## src/sv/wpsp_pkg.sv

```systemverilog
package wpsp_pkg;

   localparam int unsigned MAX_SAMPLE_BYTES = 4;
   localparam int unsigned MAX_CHANNELS = 2;

   localparam logic [31:0] TAG_RIFF = 32'h4646_4952;
   localparam logic [31:0] TAG_WAVE = 32'h4556_4157;
   localparam logic [31:0] TAG_FMT = 32'h2074_6d66;
   localparam logic [31:0] TAG_DATA = 32'h6174_6164;
   localparam logic [31:0] FMT_MIN_LEN = 32'd16;

   typedef enum logic [3:0] {
      PH_RIFF = 4'd0,
      PH_RLEN = 4'd1,
      PH_WAVE = 4'd2,
      PH_CID = 4'd3,
      PH_CLEN = 4'd4,
      PH_FMT = 4'd5,
      PH_SKIP = 4'd6,
      PH_DATA = 4'd7,
      PH_HALT = 4'd8
   } phase_type;

   typedef enum logic [1:0] {
      KIND_SAMPLE = 2'd0,
      KIND_FORMAT = 2'd1,
      KIND_ERROR = 2'd2
   } kind_type;

   typedef enum logic [2:0] {
      ST_OK = 3'd0,
      ST_BAD_RIFF = 3'd1,
      ST_BAD_WAVE = 3'd2,
      ST_CHANNELS = 3'd3,
      ST_NOT_PCM = 3'd4,
      ST_SHORT_FMT = 3'd5,
      ST_NO_FMT = 3'd6,
      ST_WIDTH = 3'd7
   } status_type;

   typedef struct packed {
      logic [7:0] byte_in;
      logic first_byte;
   } req_type;

   typedef struct packed {
      logic [1:0] kind;
      logic channel;
      logic [31:0] sample_bytes;
      logic [2:0] status;
      logic [15:0] channel_count;
      logic [31:0] frame_rate;
      logic [15:0] frame_bytes;
      logic [15:0] sample_bits;
   } rsp_type;

   // per-sample byte count from align/channels; channels is 1 or 2 when used
   function automatic logic [15:0] bytes_per_sample(input logic [15:0] align,
                                                    input logic [15:0] chans);
      logic [15:0] r;
      begin
         if (chans == 16'd2) begin
            r = {1'b0, align[15:1]};
         end else if (chans == 16'd1) begin
            r = align;
         end else begin
            r = 16'd0;
         end
         return r;
      end
   endfunction

endpackage

```

## src/sv/wpsp_stream_if.sv

```systemverilog
interface wpsp_stream_if #(parameter type payload_type = logic) ();
   logic valid;
   logic ready;
   payload_type data;
   modport source (output valid, output data, input ready);
   modport sink (input valid, input data, output ready);
endinterface

```

## src/sv/wav_pcm_stream_parser_top.sv

```systemverilog
// WAV PCM stream parser: takes one file byte per beat, one beat per cycle while rsp
// is ready, through a two-entry queue in front of a parser with an output register.
// A beat with first_byte set restarts parsing. Each byte gives at most one result
// beat: a sample, the format report once, or an error, after which bytes are dropped.
module wav_pcm_stream_parser_top
   import wpsp_pkg::*;
(
   input  logic    clock,
   input  logic    reset,
   wpsp_stream_if.sink   req,
   wpsp_stream_if.source rsp
);
   logic fifo_full, fifo_empty, p_ready;
   req_type q_data;

   assign req.ready = !fifo_full;

   wpsp_fifo u_fifo (
      .clock(clock), .reset(reset),
      .push(req.valid && !fifo_full), .push_data(req.data), .full(fifo_full),
      .pop(!fifo_empty && p_ready), .empty(fifo_empty), .pop_data(q_data)
   );

   wpsp_parser u_parser (
      .clock(clock), .reset(reset),
      .in_valid(!fifo_empty), .in_data(q_data), .in_ready(p_ready),
      .out_valid(rsp.valid), .out_data(rsp.data), .out_ready(rsp.ready)
   );
endmodule

```

## src/sv/wpsp_fifo.sv

```systemverilog
module wpsp_fifo
   import wpsp_pkg::*;
(
   input  logic    clock,
   input  logic    reset,
   input  logic    push,
   input  req_type push_data,
   output logic    full,
   input  logic    pop,
   output logic    empty,
   output req_type pop_data
);
   req_type mem_ff [2];
   logic wp_ff, wp_in, rp_ff, rp_in;
   logic [1:0] cnt_ff, cnt_in;

   assign full = (cnt_ff == 2'd2);
   assign empty = (cnt_ff == 2'd0);
   assign pop_data = mem_ff[rp_ff];

   always_comb begin
      wp_in = wp_ff ^ push;
      rp_in = rp_ff ^ pop;
      cnt_in = cnt_ff + {1'b0, push} - {1'b0, pop};
   end

   always_ff @(posedge clock) begin
      if (reset) begin
         wp_ff <= 1'b0;
         rp_ff <= 1'b0;
         cnt_ff <= 2'd0;
      end else begin
         wp_ff <= wp_in;
         rp_ff <= rp_in;
         cnt_ff <= cnt_in;
      end
      if (push) begin
         mem_ff[wp_ff] <= push_data;
      end
   end

`ifndef SYNTHESIS
   a_no_overflow: assert property (@(posedge clock) disable iff (reset)
      full |-> !push) else $error("fifo overflow");
   a_no_underflow: assert property (@(posedge clock) disable iff (reset)
      empty |-> !pop) else $error("fifo underflow");
   a_count: assert property (@(posedge clock) disable iff (reset)
      cnt_ff != 2'd3) else $error("fifo count out of range");
`endif
endmodule

```

## src/sv/wpsp_parser.sv

```systemverilog
module wpsp_parser
   import wpsp_pkg::*;
(
   input  logic    clock,
   input  logic    reset,
   input  logic    in_valid,
   input  req_type in_data,
   output logic    in_ready,
   output logic    out_valid,
   output rsp_type out_data,
   input  logic    out_ready
);
   phase_type phase_ff, phase_in, ph;
   logic [2:0] fcnt_ff, fcnt_in;
   logic [31:0] fshift_ff, fshift_in;
   logic [31:0] cid_ff, cid_in;
   logic [31:0] left_ff, left_in;
   logic [4:0] foff_ff, foff_in;
   logic [15:0] comp_ff, comp_in, chans_ff, chans_in, align_ff, align_in, bits_ff, bits_in;
   logic [31:0] rate_ff, rate_in;
   logic seen_ff, seen_in, chn_ff, chn_in;
   logic [2:0] sidx_ff, sidx_in;
   logic [31:0] acc_ff, acc_in;
   logic [15:0] per_ff, per_in;
   logic ov_ff, ov_in;
   rsp_type od_ff, od_in;

   logic take;
   assign in_ready = !ov_ff || out_ready;
   assign take = in_valid && in_ready;
   assign out_valid = ov_ff;
   assign out_data = od_ff;

   always_comb begin
      logic [31:0] word, b32, lft;
      logic [2:0] si;
      logic [15:0] per;
      phase_in = phase_ff; fcnt_in = fcnt_ff; fshift_in = fshift_ff; cid_in = cid_ff;
      left_in = left_ff; foff_in = foff_ff; comp_in = comp_ff; chans_in = chans_ff;
      rate_in = rate_ff; align_in = align_ff; bits_in = bits_ff; seen_in = seen_ff;
      chn_in = chn_ff; sidx_in = sidx_ff; acc_in = acc_ff; per_in = per_ff;
      ov_in = ov_ff && !out_ready; od_in = od_ff;
      word = '0; si = '0; per = '0; lft = '0;
      b32 = {24'd0, in_data.byte_in};
      ph = phase_ff;
      if (take) begin
         od_in = '0;
         if (in_data.first_byte) begin
            ph = PH_RIFF; fcnt_in = '0; fshift_in = '0; cid_in = '0; left_in = '0;
            foff_in = '0; comp_in = '0; chans_in = '0; rate_in = '0; align_in = '0;
            bits_in = '0; seen_in = 1'b0; chn_in = 1'b0; sidx_in = '0; acc_in = '0;
            per_in = 16'd1;
         end else begin
            fcnt_in = fcnt_ff; fshift_in = fshift_ff;
         end
         phase_in = ph;
         unique case (ph)
            PH_RIFF, PH_RLEN, PH_WAVE, PH_CID, PH_CLEN: begin
               word = fshift_in | (b32 << {fcnt_in[1:0], 3'b000});
               fshift_in = word;
               fcnt_in = fcnt_in + 3'd1;
               if (fcnt_in == 3'd4) begin
                  fshift_in = '0;
                  fcnt_in = '0;
                  unique case (ph)
                     PH_RIFF: begin
                        if (word != TAG_RIFF) begin
                           phase_in = PH_HALT; ov_in = 1'b1;
                           od_in.kind = KIND_ERROR; od_in.status = ST_BAD_RIFF;
                        end else phase_in = PH_RLEN;
                     end
                     PH_RLEN: phase_in = PH_WAVE;
                     PH_WAVE: begin
                        if (word != TAG_WAVE) begin
                           phase_in = PH_HALT; ov_in = 1'b1;
                           od_in.kind = KIND_ERROR; od_in.status = ST_BAD_WAVE;
                        end else phase_in = PH_CID;
                     end
                     PH_CID: begin
                        cid_in = word; phase_in = PH_CLEN;
                     end
                     default: begin
                        left_in = word;
                        if (cid_ff == TAG_FMT && !seen_ff) begin
                           if (word < FMT_MIN_LEN) begin
                              phase_in = PH_HALT; ov_in = 1'b1;
                              od_in.kind = KIND_ERROR; od_in.status = ST_SHORT_FMT;
                           end else begin
                              foff_in = '0; phase_in = PH_FMT;
                           end
                        end else if (cid_ff == TAG_DATA) begin
                           if (!seen_ff) begin
                              phase_in = PH_HALT; ov_in = 1'b1;
                              od_in.kind = KIND_ERROR; od_in.status = ST_NO_FMT;
                           end else begin
                              chn_in = 1'b0; sidx_in = '0; acc_in = '0;
                              phase_in = (word != '0) ? PH_DATA : PH_CID;
                           end
                        end else begin
                           phase_in = (word != '0) ? PH_SKIP : PH_CID;
                        end
                     end
                  endcase
               end
            end
            PH_FMT: begin
               unique case (foff_ff)
                  5'd0: comp_in[7:0] = comp_ff[7:0] | in_data.byte_in;
                  5'd1: comp_in[15:8] = comp_ff[15:8] | in_data.byte_in;
                  5'd2: chans_in[7:0] = chans_ff[7:0] | in_data.byte_in;
                  5'd3: chans_in[15:8] = chans_ff[15:8] | in_data.byte_in;
                  5'd4: rate_in[7:0] = rate_ff[7:0] | in_data.byte_in;
                  5'd5: rate_in[15:8] = rate_ff[15:8] | in_data.byte_in;
                  5'd6: rate_in[23:16] = rate_ff[23:16] | in_data.byte_in;
                  5'd7: rate_in[31:24] = rate_ff[31:24] | in_data.byte_in;
                  5'd12: align_in[7:0] = align_ff[7:0] | in_data.byte_in;
                  5'd13: align_in[15:8] = align_ff[15:8] | in_data.byte_in;
                  5'd14: bits_in[7:0] = bits_ff[7:0] | in_data.byte_in;
                  5'd15: bits_in[15:8] = bits_ff[15:8] | in_data.byte_in;
                  default: ;
               endcase
               if (foff_ff < 5'd16) foff_in = foff_ff + 5'd1;
               lft = left_ff - 32'd1;
               left_in = lft;
               if (lft == '0) begin
                  phase_in = PH_CID;
                  per = bytes_per_sample(align_in, chans_in);
                  per_in = (per == 16'd0) ? 16'd1 : per;
                  ov_in = 1'b1;
                  if (chans_in == 16'd0 || chans_in > 16'(MAX_CHANNELS)) begin
                     phase_in = PH_HALT; od_in.kind = KIND_ERROR; od_in.status = ST_CHANNELS;
                  end else if (comp_in != 16'd1) begin
                     phase_in = PH_HALT; od_in.kind = KIND_ERROR; od_in.status = ST_NOT_PCM;
                  end else if (per == 16'd0 || per > 16'(MAX_SAMPLE_BYTES)) begin
                     phase_in = PH_HALT; od_in.kind = KIND_ERROR; od_in.status = ST_WIDTH;
                  end else begin
                     seen_in = 1'b1;
                     od_in.kind = KIND_FORMAT;
                     od_in.channel_count = chans_in;
                     od_in.frame_rate = rate_in;
                     od_in.frame_bytes = align_in;
                     od_in.sample_bits = bits_in;
                  end
               end
            end
            PH_SKIP: begin
               lft = left_ff - 32'd1;
               left_in = lft;
               if (lft == '0) phase_in = PH_CID;
            end
            PH_DATA: begin
               acc_in = acc_ff;
               if (!sidx_ff[2]) acc_in = acc_ff | (b32 << {sidx_ff[1:0], 3'b000});
               si = sidx_ff + 3'd1;
               sidx_in = si;
               if ({13'd0, si} >= per_ff || si == 3'd0) begin
                  ov_in = 1'b1;
                  od_in.kind = KIND_SAMPLE;
                  od_in.channel = chn_ff;
                  od_in.sample_bytes = acc_in;
                  acc_in = '0; sidx_in = '0;
                  chn_in = ({15'd0, chn_ff} + 16'd1 >= chans_ff) ? 1'b0 : !chn_ff;
               end
               lft = left_ff - 32'd1;
               left_in = lft;
               if (lft == '0) begin
                  acc_in = '0; sidx_in = '0; chn_in = 1'b0; phase_in = PH_CID;
               end
            end
            default: ;
         endcase
      end
   end

   always_ff @(posedge clock) begin
      if (reset) begin
         phase_ff <= PH_RIFF; fcnt_ff <= '0; fshift_ff <= '0; cid_ff <= '0;
         left_ff <= '0; foff_ff <= '0; comp_ff <= '0; chans_ff <= '0; rate_ff <= '0;
         align_ff <= '0; bits_ff <= '0; seen_ff <= 1'b0; chn_ff <= 1'b0;
         sidx_ff <= '0; acc_ff <= '0; per_ff <= 16'd1; ov_ff <= 1'b0;
      end else begin
         phase_ff <= phase_in; fcnt_ff <= fcnt_in; fshift_ff <= fshift_in; cid_ff <= cid_in;
         left_ff <= left_in; foff_ff <= foff_in; comp_ff <= comp_in; chans_ff <= chans_in;
         rate_ff <= rate_in; align_ff <= align_in; bits_ff <= bits_in; seen_ff <= seen_in;
         chn_ff <= chn_in; sidx_ff <= sidx_in; acc_ff <= acc_in; per_ff <= per_in;
         ov_ff <= ov_in;
      end
      od_ff <= od_in;
   end

`ifndef SYNTHESIS
   a_hold: assert property (@(posedge clock) disable iff (reset)
      out_valid && !out_ready |=> out_valid && $stable(out_data)) else $error("result lost");
   a_halt_err: assert property (@(posedge clock) disable iff (reset)
      $rose(phase_ff == PH_HALT) |-> out_valid && out_data.kind == KIND_ERROR)
      else $error("halt without error");
   a_fcnt: assert property (@(posedge clock) disable iff (reset)
      fcnt_ff < 3'd4) else $error("header byte count out of range");
`endif
endmodule
```

## src/flat_wrapper.sv

```systemverilog
// flat-port wrapper written by rule: the top's interface ports become plain ports
module wav_pcm_stream_parser_top_flat import wpsp_pkg::*;
  (clock, reset, req_valid, req_data, req_ready, rsp_valid, rsp_data, rsp_ready);
  wpsp_stream_if req_i ();
  wpsp_stream_if rsp_i ();
  input  logic clock;
  input  logic reset;
  input wire logic [$bits(req_i.valid)-1:0] req_valid;
  input wire logic [$bits(req_i.data)-1:0] req_data;
  output wire logic [$bits(req_i.ready)-1:0] req_ready;
  output wire logic [$bits(rsp_i.valid)-1:0] rsp_valid;
  output wire logic [$bits(rsp_i.data)-1:0] rsp_data;
  input wire logic [$bits(rsp_i.ready)-1:0] rsp_ready;
  assign req_i.valid = req_valid;
  assign req_i.data = req_data;
  assign req_ready = req_i.ready;
  assign rsp_valid = rsp_i.valid;
  assign rsp_data = rsp_i.data;
  assign rsp_i.ready = rsp_ready;
  wav_pcm_stream_parser_top u_core (.clock(clock), .reset(reset), .req(req_i), .rsp(rsp_i));
endmodule
```

## config.mk

```make
export PLATFORM = sky130hd
export DESIGN_NAME = wav_pcm_stream_parser_top_flat
export DESIGN_NICKNAME = d
export VERILOG_FILES = /design/src/sv/wpsp_pkg.sv /design/src/sv/wpsp_stream_if.sv /design/src/sv/wav_pcm_stream_parser_top.sv /design/src/sv/wpsp_fifo.sv /design/src/sv/wpsp_parser.sv /design/src/flat_wrapper.sv
export SDC_FILE = /design/constraint.sdc
export NUM_CORES = 1
export LEC_CHECK = 0
export ABC_AREA = 1
export BUFFER_PORTS_ARGS = -buffer_cell sky130_fd_sc_hd__clkbuf_2
export CAP_MARGIN = 20
export CORE_MARGIN = 3
export CORE_UTILIZATION = 45
export DETAILED_ROUTE_END_ITERATION = 8
export HOLD_SLACK_MARGIN = 0.03
export SYNTH_ARGS = -nofsm -noshare
export SYNTH_HDL_FRONTEND = slang
export SYNTH_SLANG_ARGS = --single-unit
```

## constraint.sdc

```tcl
create_clock -name clock -period 7.9 [get_ports clock]
set_input_delay 0.79 -clock clock [delete_from_list [all_inputs] [get_ports clock]]
set_output_delay 0.79 -clock clock [all_outputs]
set_load 0.05 [all_outputs]
```

# ---- Yosys cells after proc, flatten, opt, wreduce, memory -nomap -nowiden
# Memory sizes are Yosys's and may differ from the RTL's. A register that Yosys moved wholly into a read port is not among the register bits.
# Cells that the tools add are included.
dict set report op_classes {
  n_reduce_logical 27
  n_shift 1
  n_eq_ne 23
  mux 104
  bitwise_logic 13
  addsub 6
  n_lt_le_gt_ge 5
}
# op n
set ops {}
lappend ops {{two-way mux 32 bit} 11}
lappend ops {{two-way mux 16 bit} 17}
lappend ops {{two-way mux 8 bit} 16}
lappend ops {{!= test 32 x 31 -> 1 bit, second input constant} 2}
lappend ops {{bitwise OR 8 bit, second input constant} 8}
lappend ops {{case mux 32 bit (2 select lines)} 1}
lappend ops {{two-way mux 4 bit} 14}
lappend ops {{two-way mux 3 bit} 14}
lappend ops {{== test 32 x 30 -> 1 bit, second input constant} 1}
lappend ops {{== test 32 x 31 -> 1 bit, second input constant} 1}
lappend ops {{logical NOT 16 bit} 2}
lappend ops {{logical NOT 32 bit} 1}
lappend ops {{< comparator 32 x 5 -> 1 bit, second input constant} 1}
lappend ops {{bitwise OR 32 bit} 1}
lappend ops {{nonzero test 32 bit} 1}
lappend ops {{left shift 8 x 5 -> 32 bit, first input constant} 1}
lappend ops {{subtractor 32 x 1 -> 32 bit, second input constant} 1}
lappend ops {{two-way mux 5 bit} 6}
lappend ops {{== test 5 x 4 -> 1 bit, second input constant} 4}
lappend ops {{two-way mux 1 bit} 19}
lappend ops {{== test 16 x 1 -> 1 bit, second input constant} 1}
lappend ops {{== test 16 x 2 -> 1 bit, second input constant} 1}
lappend ops {{== test 4 x 3 -> 1 bit, second input constant} 4}
lappend ops {{greater-or-equal comparator 3 x 16 -> 1 bit} 1}
lappend ops {{other kinds (32)} 50}
dict set report totals {
  ff_bits 198
  memories 1
  in_bits 5
  out_inout_bits 3
  mem_bits_rw 2
  wordCells 198
}
# name depth word_bits read_ports rd_ports_with_merged_regs wr line_no
set memory_table {}
lappend memory_table {u_core.u_fifo.mem_ff 2 1 1 1 1 wpsp_fifo.sv:13} ;# req_type mem_ff [2];

# ---- Longest topological paths before layout
dict set report logic_depth {
  word_depth 20
  mapped_depth 20
  mapped_depth_nobuf 20
}

# ---- Hierarchy
# Synthesis repeated with hierarchy kept, for this count alone.
dict set report hier_totals {
  cells_unflattened 2892
  hier_area_um2 21236.6
}
# mod cells_each n_inst area_each_um2 seq_area_each_um2
set modules_own_cells {}
lappend modules_own_cells {wpsp_parser 2830 1 20309.5 8708.4}
lappend modules_own_cells {wpsp_fifo 55 1 895.9 620.6}
lappend modules_own_cells {wav_pcm_stream_parser_top 7 1 31.3 0.0}

# ---- Worst setup path after synthesis
# OpenSTA, ideal clock, no wires.
dict set report synth_path {
  kind {reg2reg}
  start {reg, netlist name u_core.u_fifo.rp_ff}
  end {reg u_core.u_parser.left_ff[18]}
  setup_slack_ps 5025
  path_stages_with_launch 18
  t_required_ps 7766
  arrival_ps 2741
  synth_period_minus_slack_ps 2875
  n_path_buf 5
  cell_sequence {dfxtp_1 inv_2 nand2_1 nand2_2 buf_6 buf_2 buf_2 buf_1 nor2_1 ha_1 ha_1 inv_1 nor2_1 clkinv_1 clkbuf_1 o21ai_0 o211ai_1 a31oi_1}
}
# item line_no
set synth_rtl {}
lappend synth_rtl {{end signal, assigned} wpsp_parser.sv:183} ;# left_ff <= left_in; foff_ff <= foff_in; comp_ff <= comp_in; chans_ff <= chans_in;
lappend synth_rtl {{end, declared} wpsp_parser.sv:17} ;# logic [31:0] left_ff, left_in;

==> flow_summary.yaml <==
finish:
  final_area_um2: 11100
  fillers: 2330
  antenna_cells: 0
  area_delta_synth_final_pct: 7.53
  final_core_util_pct: 50.1
  layout-drive-gt1-share_pct: 6.47
  final_cells: 1842
  fin_nets: 1572
drt:
  first_pass_iters: 8
  ant_nets: 0
  routed_wl_um: 29000
  via_count: 9991
  drt_iter0_markers: 1073
  wire_per_inst_um: 15.8
  vias_per_cell: 5.42
  drc: 0
global_route:
  grt_pass1_vias: 9069
  grt_antenna_before_repair: 1
  grt_pass1_wl_um: 47800
  grt_usage_pct: 23.9
  grt_max_degree: 96
  gr-total-overflow: 0
worst_setup_path:
  worstPathMaxFanout: 69
  endpoint: "u_core.u_parser.sidx_ff[0]"
  cp_common_cell: "nand2_1"
  path_buf_inv: 5
  r2r_cells: 16
  end_kind: "flip-flop"
  r2r_end: "u_core.u_parser.sidx_ff[0]"
  reg2reg_from: "u_core.u_fifo.rp_ff"
  crit_type: "flip-flop to flip-flop"
  startpoint: "u_core.u_fifo.rp_ff"
  crit_chain: "inv_2 -> nand2_1 -> nand2_2 -> buf_4 -> inv_2 -> nand2_1 -> ha_1 -> inv_1 -> nor2_1 -> nand2_1 -> inv_1 -> nand3_1 -> nand2_1 -> nand2_1 -> nand2_1 -> a21oi_1"
  crit_slowest_cell: "inv_1"
  path_depth: 16
  cpPeakStageDelay_ns: 0.70
  worstSetupStartpointType: "flip-flop"
  crit_arrival_ns: 4.42
  worstPathRequired_ns: 8.21
  regToRegSetupSlack_ns: 3.79
  cp_top_family: "buffers and inverters"
timing:
  finalMaxSlewViolations: 0
  rsz0062_at_grt: "false"
  hold_violations: 0
  fin_crit_ns: 4.11
  setup_viol: 0
  relSlewSlack_pct: 32.8
  timing.final.crit_share_pct: 52.0
  final.setup.tns_ns: 0
  timing.fmax_ghz: 0.244
  worst_slew_pin_slew_ns: 1.01
  finClkSkew_ns: 0.0161
hold_path:
  hold_class: "flip-flop to flip-flop"
placement:
  place_area_um2: 10500
  place_inst: 1809
  dp_hpwl_um: 20600
  place_congestion: 0.907
  port_buffers: 7
power:
  power_mw: 3.80
  peakVddDrop_uv: 145
  p_leak_nw: 4.44
  powerDensity_nw_per_um2: 342
synth:
  synth_area_um2: 10400
  yosysUniqueCellTypes: 53
  synth-seq-cells: 185
  synth_ff_type: "dfxtp_1"
  ys_seq_area_share_pct: 36.1
  yosysWarnings: 0
  synth_edf_count: 3
  synth_fp_nets: 1605
  netlist_instances: 1582
  synth_area_per_cell_um2: 6.54
  async_flop_share_pct: 0
run_status:
  outcome: "finished clean"
die:
  rows: 54
  initial_core_util_pct: 46.6
  core_um2: 22200
  dieArea_um2: 24900
  pin_count: 8
  die_w_um: 158
  die_y_um: 158
clocking:
  cts_buffers: 17
  cts_root_buf: "clkbuf_16"
  cts_setup_buffers: 0
  cts_tree: "yes"
  clockBufferDepth: 2
  clkLatencyLatePin_ns: 0.44
  htreeDepth: 4
  cts-resized-gates: 0
  hold_buffers: 0
  clk_pin_slew_ns: 0.07
  clock_sinks: 185
job:
  cap_viol_max_count: 0
-- worst min path at each step --
stage | start | to | slack, ns | cells past startpoint
2_1_floorplan | u_core.u_parser.comp_ff[12] | u_core.u_parser.comp_ff[12] | 0.42 | 2
3_3_place_gp | u_core.u_parser.chans_ff[14] | u_core.u_parser.chans_ff[14] | 0.43 | 2
3_5_place_dp | u_core.u_parser.comp_ff[4] | u_core.u_parser.comp_ff[4] | 0.43 | 2
4_1_cts | u_core.u_parser.comp_ff[4] | u_core.u_parser.comp_ff[4] | 0.45 | 2
5_1_grt | u_core.u_parser.comp_ff[14] | u_core.u_parser.comp_ff[14] | 0.45 | 2
6_report | u_core.u_parser.comp_ff[5] | u_core.u_parser.comp_ff[5] | 0.44 | 2
-- through the flow --
stage | setup WS (ns) | hold slack, ns
global placement | 3.43 | 0.431
floorplan | 5.02 | 0.423
finish | 3.79 | 0.443
CTS | 3.84 | 0.445
detailed placement | 3.38 | 0.435
global route | 3.38 | 0.452
-- power breakdown --
group	internal [mW]	leakage, nW	total (mW)	switching (mW)
logic	0.497	2.64	1.78	1.29
registers	1.03	1.50	1.14	0.104
clock network	0.455	0.295	0.880	0.425
total	1.99	4.44	3.80	1.82
-- synth_stat cells (32+ instances only) --
master    count  area share [%]
a22oi_1      35             2.5
nor2_1      281              10
inv_1       188             6.8
o21ai_0      55             2.7
nor3_1       85             4.1
nand4_1      32             1.9
a21oi_1      54             2.6
nand3_1      73             3.5
dfxtp_1     182              35
o22ai_1      33             2.0
nand2_1     326              12
clkbuf_1     36             1.3
-- cell families (layout without fill, tap and decap cells) --
| family | count (synthesis) | count (layout) | synth area share, % |
|---|---|---|---|
| fa+ha+maj | 18 | 18 | 2.18 |
| flops | 185 | 185 | 36.1 |
| compound gates | 239 | 239 | 14.1 |
| buf+inv | 268 | 248 | 10.3 |
| simple gates | 852 | 852 | 35.7 |
| xor+xnor | 20 | 20 | 1.69 |
-- final cells by class --
class,count,area [um^2],area share [%]
Clock buffer,17,425,3.82
Sequential cell,185,3730,33.5
Timing Repair Buffer,15,110,0.989
Multi-Input combinational cell,1129,5580,50.1
Tap cell,280,350,3.15
Clock inverter,15,180,1.62
Inverter,201,757,6.80
-- layout by cell type (no fill, tap or decap), drive strengths merged, types with 2 or more instances in the layout --
cell | netlist | routed
a21oi | 56 | 56
a22oi | 35 | 35
a31oi | 23 | 23
a41oi | 4 | 4
and2 | 2 | 2
buf | 31 | 9
clkbuf | 36 | 23
clkinv | 1 | 6
dfxtp | 182 | 182
edfxtp | 3 | 3
ha | 18 | 18
inv | 200 | 208
nand2 | 336 | 336
nand3 | 76 | 76
nand3b | 6 | 6
nand4 | 32 | 32
nor2 | 298 | 298
nor3 | 86 | 86
nor4 | 10 | 10
o211ai | 18 | 18
o21ai | 61 | 61
o22ai | 33 | 33
o2bb2ai | 2 | 2
or2 | 4 | 4
xnor2 | 2 | 2
xor2 | 18 | 18
-- worst min-delay path: stages, from the launching register on --
cell     delay [ns]
dfxtp_1        0.30
inv_1          0.06
nor3_1         0.05
-- registers in the layout, indices dropped and copies added (netlist names), 3 cells and up --
register,cells
u_core.u_parser.align_ff,16
u_core.u_parser.chans_ff,16
u_core.u_parser.cid_ff,32
u_core.u_parser.comp_ff,16
u_core.u_parser.fcnt_ff,3
u_core.u_parser.foff_ff,5
u_core.u_parser.fshift_ff,32
u_core.u_parser.left_ff,32
u_core.u_parser.per_ff,16
u_core.u_parser.phase_ff,4
u_core.u_parser.sidx_ff,3
-- routing by layer --
layer | vias up | global-route usage [%] | part of all wire, %
met5 | - | 1.19 | 0.19
met4 | 4 | 5.29 | 1.2
met3 | 34 | 5.06 | 6.5
met2 | 274 | 35.6 | 42
met1 | 4565 | 35.5 | 50
li1 | 5114 | - | -
Power figures use the tool's default switching activity.
